**config.mk**
```make
export PLATFORM = sky130hd
export DESIGN_NAME = touch_gesture_classifier
export DESIGN_NICKNAME = d
export VERILOG_FILES = /design/src/rtl/tgc_pkg.sv /design/src/rtl/tgc_front.sv /design/src/rtl/tgc_queue.sv /design/src/rtl/tgc_back.sv /design/src/rtl/touch_gesture_classifier.sv
export SDC_FILE = /design/constraint.sdc
export NUM_CORES = 2
export LEC_CHECK = 0
export ABC_AREA = 1
export BUFFER_PORTS_ARGS = -buffer_cell sky130_fd_sc_hd__buf_4
export CAP_MARGIN = 0
export CORE_MARGIN = 2
export CORE_UTILIZATION = 40
export DETAILED_ROUTE_END_ITERATION = 6
export SYNTH_ARGS = -nofsm -noshare
export SYNTH_HDL_FRONTEND = slang
export SYNTH_SLANG_ARGS = --single-unit
```
**constraint.sdc**
```tcl
create_clock -name clk_i -period 7.8 [get_ports clk_i]
set_input_delay 0.39 -clock clk_i [delete_from_list [all_inputs] [get_ports clk_i]]
set_output_delay 0.39 -clock clk_i [all_outputs]
set_load 0.02 [all_outputs]
```
**src/rtl/tgc_pkg.sv**
```systemverilog
// Shared types and constants of the touch gesture classifier.
// Used by every module of the block; depends on nothing.
package tgc_pkg;

  localparam int ACT_W        = 3;
  localparam int VAL_W        = 16;
  localparam int NET_W        = 24;
  localparam int SUM_BITS_DEF = 24;
  localparam int Q_DEPTH      = 2;
  localparam int QPTR_W       = $clog2(Q_DEPTH);
  localparam int QCNT_W       = $clog2(Q_DEPTH + 1);

  localparam int S_DATA_W = 16;
  localparam int S_USER_W = 3;
  localparam int M_DATA_W = 56;
  localparam int M_USER_W = 3;
  localparam int APB_AW   = 4;
  localparam int APB_DW   = 32;

  localparam logic [ACT_W-1:0] ACT_X    = 3'd0;
  localparam logic [ACT_W-1:0] ACT_Y    = 3'd1;
  localparam logic [ACT_W-1:0] ACT_BTN  = 3'd2;
  localparam logic [ACT_W-1:0] ACT_TICK = 3'd3;

  localparam logic [1:0] REG_THRESHOLD = 2'd0;
  localparam logic [1:0] REG_RATIO_NUM = 2'd1;
  localparam logic [1:0] REG_RATIO_DEN = 2'd2;
  localparam logic [1:0] REG_QUIET     = 2'd3;

  localparam logic [15:0] THRESHOLD_RST = 16'd10;
  localparam logic [3:0]  RATIO_NUM_RST = 4'd3;
  localparam logic [3:0]  RATIO_DEN_RST = 4'd2;
  localparam logic [15:0] QUIET_RST     = 16'd300;

  typedef enum logic [2:0] {
    OP_X, OP_Y, OP_BTN, OP_TICK, OP_NONE
  } op_e;

  typedef enum logic [1:0] {
    KIND_CLICK, KIND_SWIPE, KIND_DRAG, KIND_UNREC
  } kind_e;

  typedef enum logic [1:0] {
    DIR_LEFT, DIR_RIGHT, DIR_UP, DIR_DOWN
  } dir_e;

  typedef struct packed {
    op_e                     op;
    logic signed [VAL_W-1:0] value;
    logic [1:0]              level;
  } op_t;

  typedef struct packed {
    logic [15:0] threshold;
    logic [3:0]  ratio_num;
    logic [3:0]  ratio_den;
    logic [15:0] quiet;
  } cfg_t;

  typedef struct packed {
    kind_e                   kind;
    dir_e                    dir;
    logic                    notify;
    logic signed [NET_W-1:0] net_x;
    logic signed [NET_W-1:0] net_y;
  } res_t;

endpackage

```
**src/rtl/tgc_front.sv**
```systemverilog
// Front end: decodes a raw touchpad event into an operation for the back end.
// Depends on tgc_pkg.
module tgc_front (
  input  logic [tgc_pkg::ACT_W-1:0]        action_i,
  input  logic signed [tgc_pkg::VAL_W-1:0] value_i,
  output tgc_pkg::op_t                     op_o
);
  import tgc_pkg::*;

  always_comb begin
    op_o.value = value_i;
    if (value_i == '0) begin
      op_o.level = 2'd0;
    end else if (value_i > 0 && value_i <= 3) begin
      op_o.level = value_i[1:0];
    end else begin
      op_o.level = 2'd3;
    end
    unique case (action_i)
      ACT_X:    op_o.op = OP_X;
      ACT_Y:    op_o.op = OP_Y;
      ACT_BTN:  op_o.op = OP_BTN;
      ACT_TICK: op_o.op = OP_TICK;
      default:  op_o.op = OP_NONE;
    endcase
  end

endmodule

```
**src/rtl/tgc_queue.sv**
```systemverilog
// Short FIFO of decoded operations between the front and back ends.
// Depends on tgc_pkg.
module tgc_queue (
  input  logic         clk_i,
  input  logic         rst_ni,
  input  logic         in_valid_i,
  output logic         in_ready_o,
  input  tgc_pkg::op_t in_op_i,
  output logic         out_valid_o,
  input  logic         out_ready_i,
  output tgc_pkg::op_t out_op_o
);
  import tgc_pkg::*;

  op_t               mem_q [Q_DEPTH];
  logic [QPTR_W-1:0] wr_ptr_q, rd_ptr_q;
  logic [QCNT_W-1:0] count_q;
  logic              push, pop;

  assign in_ready_o  = (count_q != QCNT_W'(Q_DEPTH));
  assign out_valid_o = (count_q != '0);
  assign out_op_o    = mem_q[rd_ptr_q];
  assign push        = in_valid_i && in_ready_o;
  assign pop         = out_valid_o && out_ready_i;

  function automatic logic [QPTR_W-1:0] next_ptr(input logic [QPTR_W-1:0] p);
    return (p == QPTR_W'(Q_DEPTH - 1)) ? '0 : p + QPTR_W'(1);
  endfunction

  always_ff @(posedge clk_i or negedge rst_ni) begin
    if (!rst_ni) begin
      wr_ptr_q <= '0;
      rd_ptr_q <= '0;
      count_q  <= '0;
    end else begin
      if (push) begin
        wr_ptr_q <= next_ptr(wr_ptr_q);
      end
      if (pop) begin
        rd_ptr_q <= next_ptr(rd_ptr_q);
      end
      if (push && !pop) begin
        count_q <= count_q + QCNT_W'(1);
      end else if (pop && !push) begin
        count_q <= count_q - QCNT_W'(1);
      end
    end
  end

  always_ff @(posedge clk_i) begin
    if (push) begin
      mem_q[wr_ptr_q] <= in_op_i;
    end
  end

endmodule

```
**src/rtl/tgc_back.sv**
```systemverilog
// Back end: gesture state update, quiet timer, and classification of judged gestures.
// Depends on tgc_pkg.
module tgc_back #(
  parameter int SumBits = tgc_pkg::SUM_BITS_DEF
) (
  input  logic         clk_i,
  input  logic         rst_ni,
  input  tgc_pkg::cfg_t cfg_i,
  input  logic         op_valid_i,
  output logic         op_ready_o,
  input  tgc_pkg::op_t op_i,
  output logic         res_valid_o,
  input  logic         res_ready_i,
  output tgc_pkg::res_t res_o
);
  import tgc_pkg::*;

  localparam int ProdW = SumBits + 4;
  localparam int ExtW  = (SumBits > NET_W) ? SumBits : NET_W;
  localparam logic signed [SumBits-1:0] SumMax = {1'b0, {(SumBits-1){1'b1}}};
  localparam logic signed [SumBits-1:0] SumMin = {1'b1, {(SumBits-1){1'b0}}};
  localparam logic signed [ExtW-1:0]    NetMax = ExtW'((2**(NET_W-1)) - 1);
  localparam logic signed [ExtW-1:0]    NetMin = ~NetMax;

  logic signed [SumBits-1:0] sum_x_q, sum_y_q, rec_x_q, rec_y_q;
  logic signed [SumBits-1:0] sum_x_d, sum_y_d, rec_x_d, rec_y_d;
  logic [1:0]                level_q, level_d;
  logic                      seen_q, seen_d, expired_q, expired_d;
  logic [15:0]               count_q, count_d;
  logic                      emit;

  logic                      job_valid_q;
  logic signed [SumBits-1:0] job_x_q, job_y_q;
  logic                      job_seen_q;

  logic                      out_valid_q;
  res_t                      out_q, res_d;

  logic                      out_adv, job_free, pop;

  logic [SumBits-1:0]        ax, ay, thr;
  logic [3:0]                den;
  logic [ProdW-1:0]          den_ax, num_ay, den_ay, num_ax;

  function automatic logic signed [SumBits-1:0] sat_add(
    input logic signed [SumBits-1:0] a,
    input logic signed [VAL_W-1:0]   b
  );
    logic signed [SumBits:0] s;
    s = (SumBits+1)'(a) + (SumBits+1)'(b);
    if (s[SumBits] != s[SumBits-1]) begin
      return s[SumBits] ? SumMin : SumMax;
    end
    return s[SumBits-1:0];
  endfunction

  function automatic logic signed [NET_W-1:0] net_sat(input logic signed [SumBits-1:0] v);
    logic signed [ExtW-1:0] e;
    e = ExtW'(v);
    if (e > NetMax) begin
      e = NetMax;
    end else if (e < NetMin) begin
      e = NetMin;
    end
    return e[NET_W-1:0];
  endfunction

  assign out_adv     = !out_valid_q || res_ready_i;
  assign job_free    = !job_valid_q || out_adv;
  assign op_ready_o  = job_free;
  assign pop         = op_valid_i && job_free;
  assign res_valid_o = out_valid_q;
  assign res_o       = out_q;

  always_comb begin
    sum_x_d   = sum_x_q;
    sum_y_d   = sum_y_q;
    rec_x_d   = rec_x_q;
    rec_y_d   = rec_y_q;
    level_d   = level_q;
    seen_d    = seen_q;
    expired_d = expired_q;
    count_d   = count_q;
    emit      = 1'b0;
    unique case (op_i.op)
      OP_X: begin
        sum_x_d = sat_add(sum_x_q, op_i.value);
        rec_x_d = sat_add(rec_x_q, op_i.value);
      end
      OP_Y: begin
        sum_y_d = sat_add(sum_y_q, op_i.value);
        rec_y_d = sat_add(rec_y_q, op_i.value);
      end
      OP_BTN: begin
        level_d = op_i.level;
        seen_d  = 1'b1;
      end
      OP_TICK: begin
        if (!expired_q) begin
          if (count_q <= 16'd1) begin
            count_d   = '0;
            expired_d = 1'b1;
          end else begin
            count_d = count_q - 16'd1;
          end
        end
      end
      default: begin
      end
    endcase
    if (expired_d) begin
      if (rec_x_d != '0 || rec_y_d != '0 || level_d != '0) begin
        rec_x_d   = '0;
        rec_y_d   = '0;
        expired_d = 1'b0;
        count_d   = cfg_i.quiet;
      end else if (sum_x_d != '0 || sum_y_d != '0 || seen_d) begin
        emit = 1'b1;
      end
    end
  end

  always_ff @(posedge clk_i or negedge rst_ni) begin
    if (!rst_ni) begin
      sum_x_q     <= '0;
      sum_y_q     <= '0;
      rec_x_q     <= '0;
      rec_y_q     <= '0;
      level_q     <= '0;
      seen_q      <= 1'b0;
      expired_q   <= 1'b1;
      count_q     <= '0;
      job_valid_q <= 1'b0;
      out_valid_q <= 1'b0;
    end else begin
      if (pop) begin
        sum_x_q   <= emit ? '0 : sum_x_d;
        sum_y_q   <= emit ? '0 : sum_y_d;
        rec_x_q   <= rec_x_d;
        rec_y_q   <= rec_y_d;
        level_q   <= level_d;
        seen_q    <= emit ? 1'b0 : seen_d;
        expired_q <= expired_d;
        count_q   <= count_d;
      end
      if (job_free) begin
        job_valid_q <= pop && emit;
      end
      if (out_adv) begin
        out_valid_q <= job_valid_q;
      end
    end
  end

  always_ff @(posedge clk_i) begin
    if (pop && emit) begin
      job_x_q    <= sum_x_d;
      job_y_q    <= sum_y_d;
      job_seen_q <= seen_d;
    end
    if (out_adv && job_valid_q) begin
      out_q <= res_d;
    end
  end

  always_comb begin
    ax     = job_x_q[SumBits-1] ? SumBits'(-job_x_q) : SumBits'(job_x_q);
    ay     = job_y_q[SumBits-1] ? SumBits'(-job_y_q) : SumBits'(job_y_q);
    thr    = SumBits'(cfg_i.threshold);
    den    = (cfg_i.ratio_den == '0) ? 4'd1 : cfg_i.ratio_den;
    den_ax = ProdW'(ax) * ProdW'(den);
    den_ay = ProdW'(ay) * ProdW'(den);
    num_ax = ProdW'(ax) * ProdW'(cfg_i.ratio_num);
    num_ay = ProdW'(ay) * ProdW'(cfg_i.ratio_num);

    res_d.kind   = KIND_UNREC;
    res_d.dir    = DIR_LEFT;
    res_d.notify = 1'b0;
    res_d.net_x  = net_sat(job_x_q);
    res_d.net_y  = net_sat(job_y_q);
    if (ax < thr && ay < thr && job_seen_q) begin
      res_d.kind = KIND_CLICK;
    end else if (ax > thr && den_ax > num_ay) begin
      res_d.kind   = job_seen_q ? KIND_DRAG : KIND_SWIPE;
      res_d.dir    = (!job_x_q[SumBits-1] && job_x_q != '0) ? DIR_RIGHT : DIR_LEFT;
      res_d.notify = !job_seen_q;
    end else if (ay > thr && den_ay > num_ax) begin
      res_d.kind   = job_seen_q ? KIND_DRAG : KIND_SWIPE;
      res_d.dir    = (!job_y_q[SumBits-1] && job_y_q != '0) ? DIR_DOWN : DIR_UP;
      res_d.notify = !job_seen_q;
    end
  end

endmodule

```
**src/rtl/touch_gesture_classifier.sv**
```systemverilog
// Touch gesture classifier top level: register port, front decode, queue and back end.
// Throughput is one event per cycle, set by the state update in the back end, unless output back-pressure stalls it.
// A result passes through the queue, the job register and the output register before it is valid at the output.
// Events that cause no result are absorbed at the same rate without producing output.
// Reset is asynchronous, active low: sums, button state and timer clear, the timer reads
// as expired, and the registers return to threshold 10, ratio 3/2 and 300 quiet ticks.
module touch_gesture_classifier #(
  parameter int SumBits = tgc_pkg::SUM_BITS_DEF
) (
  input  logic                          clk_i,
  input  logic                          rst_ni,
  input  logic                          s_axis_tvalid,
  output logic                          s_axis_tready,
  // event_value
  input  logic [tgc_pkg::S_DATA_W-1:0]  s_axis_tdata,
  // action
  input  logic [tgc_pkg::S_USER_W-1:0]  s_axis_tuser,
  output logic                          m_axis_tvalid,
  input  logic                          m_axis_tready,
  // direction, net_x, net_y, zero pad
  output logic [tgc_pkg::M_DATA_W-1:0]  m_axis_tdata,
  // gesture_kind, notify
  output logic [tgc_pkg::M_USER_W-1:0]  m_axis_tuser,
  input  logic                          psel,
  input  logic                          penable,
  input  logic                          pwrite,
  input  logic [tgc_pkg::APB_AW-1:0]    paddr,
  input  logic [tgc_pkg::APB_DW-1:0]    pwdata,
  output logic [tgc_pkg::APB_DW-1:0]    prdata,
  output logic                          pready
);
  import tgc_pkg::*;

  cfg_t       cfg_q;
  logic [1:0] reg_idx;
  op_t        front_op, queue_op;
  logic       queue_valid, back_ready;
  res_t       res;

  assign pready  = 1'b1;
  assign reg_idx = paddr[3:2];

  always_ff @(posedge clk_i or negedge rst_ni) begin
    if (!rst_ni) begin
      cfg_q.threshold <= THRESHOLD_RST;
      cfg_q.ratio_num <= RATIO_NUM_RST;
      cfg_q.ratio_den <= RATIO_DEN_RST;
      cfg_q.quiet     <= QUIET_RST;
    end else if (psel && penable && pwrite && pready) begin
      unique case (reg_idx)
        REG_THRESHOLD: cfg_q.threshold <= pwdata[15:0];
        REG_RATIO_NUM: cfg_q.ratio_num <= pwdata[3:0];
        REG_RATIO_DEN: cfg_q.ratio_den <= pwdata[3:0];
        REG_QUIET:     cfg_q.quiet     <= pwdata[15:0];
        default: begin
        end
      endcase
    end
  end

  always_comb begin
    unique case (reg_idx)
      REG_THRESHOLD: prdata = APB_DW'(cfg_q.threshold);
      REG_RATIO_NUM: prdata = APB_DW'(cfg_q.ratio_num);
      REG_RATIO_DEN: prdata = APB_DW'(cfg_q.ratio_den);
      REG_QUIET:     prdata = APB_DW'(cfg_q.quiet);
      default:       prdata = '0;
    endcase
  end

  tgc_front u_front (
    .action_i (s_axis_tuser[ACT_W-1:0]),
    .value_i  (s_axis_tdata[VAL_W-1:0]),
    .op_o     (front_op)
  );

  tgc_queue u_queue (
    .clk_i       (clk_i),
    .rst_ni      (rst_ni),
    .in_valid_i  (s_axis_tvalid),
    .in_ready_o  (s_axis_tready),
    .in_op_i     (front_op),
    .out_valid_o (queue_valid),
    .out_ready_i (back_ready),
    .out_op_o    (queue_op)
  );

  tgc_back #(
    .SumBits (SumBits)
  ) u_back (
    .clk_i       (clk_i),
    .rst_ni      (rst_ni),
    .cfg_i       (cfg_q),
    .op_valid_i  (queue_valid),
    .op_ready_o  (back_ready),
    .op_i        (queue_op),
    .res_valid_o (m_axis_tvalid),
    .res_ready_i (m_axis_tready),
    .res_o       (res)
  );

  assign m_axis_tuser = {res.notify, res.kind};
  assign m_axis_tdata = {{(M_DATA_W - 2 - 2 * NET_W){1'b0}}, res.net_y, res.net_x, res.dir};

endmodule

```
==> flow_metrics.tcl <==
set metrics [dict create \
    postSynth.asyncResetShare 0.5294 \
    synth.top_cell.area_share 0.1503 \
    final_common_cell "nand2_1" \
    synthXorXnorAreaFrac 0.04455 \
    fillCellCount 9016 \
    htree_levels 2 \
    power_density_mw_per_mm2 399.4 \
    vias 32080 \
    wl_per_cell_um 16.92 \
    syn_to_final_growth_pct 10.79 \
    seq_area_frac_synth 0.2398 \
    io_buffers 114 \
    synth_compound_area_frac 0.1013 \
    initial_utilization 0.4034 \
    final_cell_mix "nand2_1, inv_1, nor2_1" \
    place_congestion 0.9590 \
    cts_buffers 39 \
    numPlacedInstances 6256 \
    yosys_warnings 0 \
    clk_pin_slew_ns 0.06 \
    hold_path_class "in2reg" \
    status "complete, no violations" \
    clk_path_buf_depth 3 \
    worst_pin_slew_ns 1.138 \
    nNetsFinal 5719 \
    post-route-util 0.4469 \
    routed_wl_mm 107.4 \
    fp-row-count 108 \
    finalNonFillerCells 6348 \
    clock_latency_ns 0.60 \
    synth_top_family_by_area "simple AND/OR/NAND/NOR gates" \
    grt_max_degree 102 \
    ios 156 \
    post_drt_via_cell_ratio 5.054 \
    slew-limit-headroom 0.2408 \
    synth_ff_type "dfrtp_1" \
    first_pass_iters 5 \
    synthMuxAreaShare 0.0002860 \
    die_w_um 299.8 \
    synthAdderAreaFrac 0.2163 \
    placed_cell_area_mm2 0.03721 \
    synthCells 5073 \
    post_cts.repair.setup_buffers 0 \
    drive_gt1_frac 0.06877 \
    criticalPathCategory "reg2reg" \
    timing.hold.ws_ns 0.07776 \
    hold_viol 0 \
    drc 0 \
    multi_input_area_mm2 0.02266 \
    synth.area.top_cells "nand2_1, edfxtp_1, ha_1" \
    drt_first_iter_violations 2135 \
    dp_hpwl_mm 85.80 \
    syn_area_mm2 0.03499 \
    crit_path_max_incr_delay_ns 0.54 \
    synth_edf_count 144 \
    synthSimpleGateAreaFrac 0.2805 \
    combPwrFrac 0.712 \
    final.setup_skew_ns 0.03447 \
    overflow 0 \
    max_clock_freq_ghz 0.1378 \
    leakage_nw 20.12 \
    critPathArrivalTime_ns 7.57 \
    crit_path_frequent_cell "nand2_1" \
    r2r_slack_ns 0.54 \
    seq_power_share 0.163 \
    grt_first_pass_wirelength_mm 171.0 \
    intPower_w 0.007116 \
    core_area_mm2 0.08675 \
    required_ns 8.11 \
    avgSynthCellArea_um2 6.898 \
    irDropWorstVdd_uv 339.2 \
    cts.sinks 306 \
    finalCriticalPeriod_ns 7.257 \
    antenna_left 0 \
    critPathLaunchType "flop" \
    synth.distinct_cells 59 \
    synth_top_area_cell "nand2_1" \
    rsz0062_at_grt "false" \
    design_area_mm2 0.03877 \
    clockRootBuffer "clkbuf_16" \
    dieArea_mm2 0.08987 \
    p_sw_w 0.008366 \
    crit_path_top_delay_cell "fa_1" \
    synth-seq-cells 306 \
    clockPowerShare 0.124 \
    antenna_found_initial 0 \
    grt_pass1_vias 31280 \
    critPathMaxFanout 5 \
    ff_latch_area_mm2 0.008391 \
    die_y_um 299.8 \
    slew_viol_final 0 \
    cts_tree "yes" \
    setup_violations 0 \
    worst_setup_path_end_kind "flop" \
    fin_setup_tns_ns 0 \
    maxCapViolCount 0 \
    swShare 0.5404 \
    fin_crit_sh 0.9303 \
    globalRouteTotalUtil 0.2397 \
]
==> metal layers <==
metal / GRT usage / vias up / part of all wire
met4: 0.09726 / 0 / 0.042
met3: 0.02291 / 172 / 0.034
met2: 0.4141 / 605 / 0.48
li1: - / 16160 / -
met1: 0.3075 / 15150 / 0.45
met5: 0 / - / 0
==> state kept, by name, indices dropped and copies added, names as in the netlist, 2 cells and up <==
register         flops
u_queue.mem_q       42
u_back.job_y_q      24
u_back.sum_x_q      24
u_back.job_x_q      24
u_back.level_q       2
u_back.count_q      16
u_back.sum_y_q      24
u_back.rec_y_q      24
u_queue.count_q      2
u_back.res_o        53
u_back.rec_x_q      24
cfg_q               40
==> power groups by stage <==
stage	Clock [W]	Combinational [W]	Sequential, W
finish	0.00192	0.0110	0.00253
global route	0.00203	0.0126	0.00258
CTS	0.00197	0.0110	0.00252
detailed placement	0	0.0109	0.00255
global placement	0	0.0108	0.00254
floorplan	0	0.00824	0.00243
==> worst paths after layout <==
kind / to / cells after the start / from
setup / recovery: u_back.res_o[52]$_SDFFCE_PP0P_ / 34 / u_back.job_x_q[0]$_DFFE_PP_
hold / removal: cfg_q[39]$_DFFE_PN0P_ / 3 / pwdata[15]
setup reg to reg: u_back.res_o[52]$_SDFFCE_PP0P_ / 34 / u_back.job_x_q[0]$_DFFE_PP_
hold reg to reg: cfg_q[36]$_DFFE_PN0P_ / 2 / cfg_q[36]$_DFFE_PN0P_
max in group asynchronous: cfg_q[22]$_DFFE_PN0P_ / 3 / rst_ni
min in group asynchronous: u_back.rec_y_q[10]$_DFFE_PN0P_ / 2 / rst_ni
==> synthesized netlist by cell type (all sizes together), types with 2 or more instances <==
cell type	number
dfrtp	152
edfxtp	144
clkinv	3
a211oi	7
o31ai	27
a31oi	11
nand4	98
nand3	166
nand2	1411
conb	2
nor2	590
clkbuf	139
or2	44
o221ai	7
inv	854
a21boi	7
and3	2
o2111ai	4
o21bai	26
a21oi	266
xor2	97
o21ai	237
o211ai	7
ha	317
buf	55
nor4	20
and2	3
o22ai	12
o21a	9
fa	180
dfstp	10
xnor2	81
a21o	10
or4	3
nand3b	10
nor3	51
==> cell families (layout without fill, tap and decap cells) <==
logic type | count (synthesis) | after routing
buffers and inverters | 1051 | 1148
adder cells (fa/ha/maj) | 497 | 497
multiplexers | 1 | 1
XOR/XNOR | 178 | 178
other | 2 | 25
AO/OA/AOI/OAI | 638 | 638
flip-flops | 306 | 306
AND/OR/NAND/NOR | 2400 | 2400
==> critical path: cells and delay by family (launching register included) <==
family,cells,cell delay [ns]
simple gates,13,1.36
compound gates,10,2.54
xor+xnor,1,0.12
fa+ha+maj,5,2.01
flops,1,0.43
buf+inv,5,0.50
==> timing repair <==
item,CTS,global route
resized for setup,0,9
endpoints found under the hold margin,76,0
hold buffers,18,0
endpoints found under the setup margin,0,5
==> layout make-up <==
| class | count | share of cell area |
|---|---|---|
| flip-flops and latches | 306 | 0.2164 |
| clock buffers | 49 | 0.02614 |
| diodes | 2 | 0.0001291 |
| inverters | 857 | 0.08297 |
| clock inverters | 23 | 0.008617 |
| multi-input cells | 3737 | 0.5845 |
| well taps | 1155 | 0.03727 |
| repair buffers | 219 | 0.04399 |
==> stage by stage <==
stage	total power, W	setup slack, ns
6_report	0.01548	0.5434
5_1_grt	0.01716	0.01299
3_5_place_dp	0.01346	0.3351
3_3_place_gp	0.01333	0.4472
4_1_cts	0.01548	0.3211
2_1_floorplan	0.01067	1.240
(Power assumes the default switching activity.)
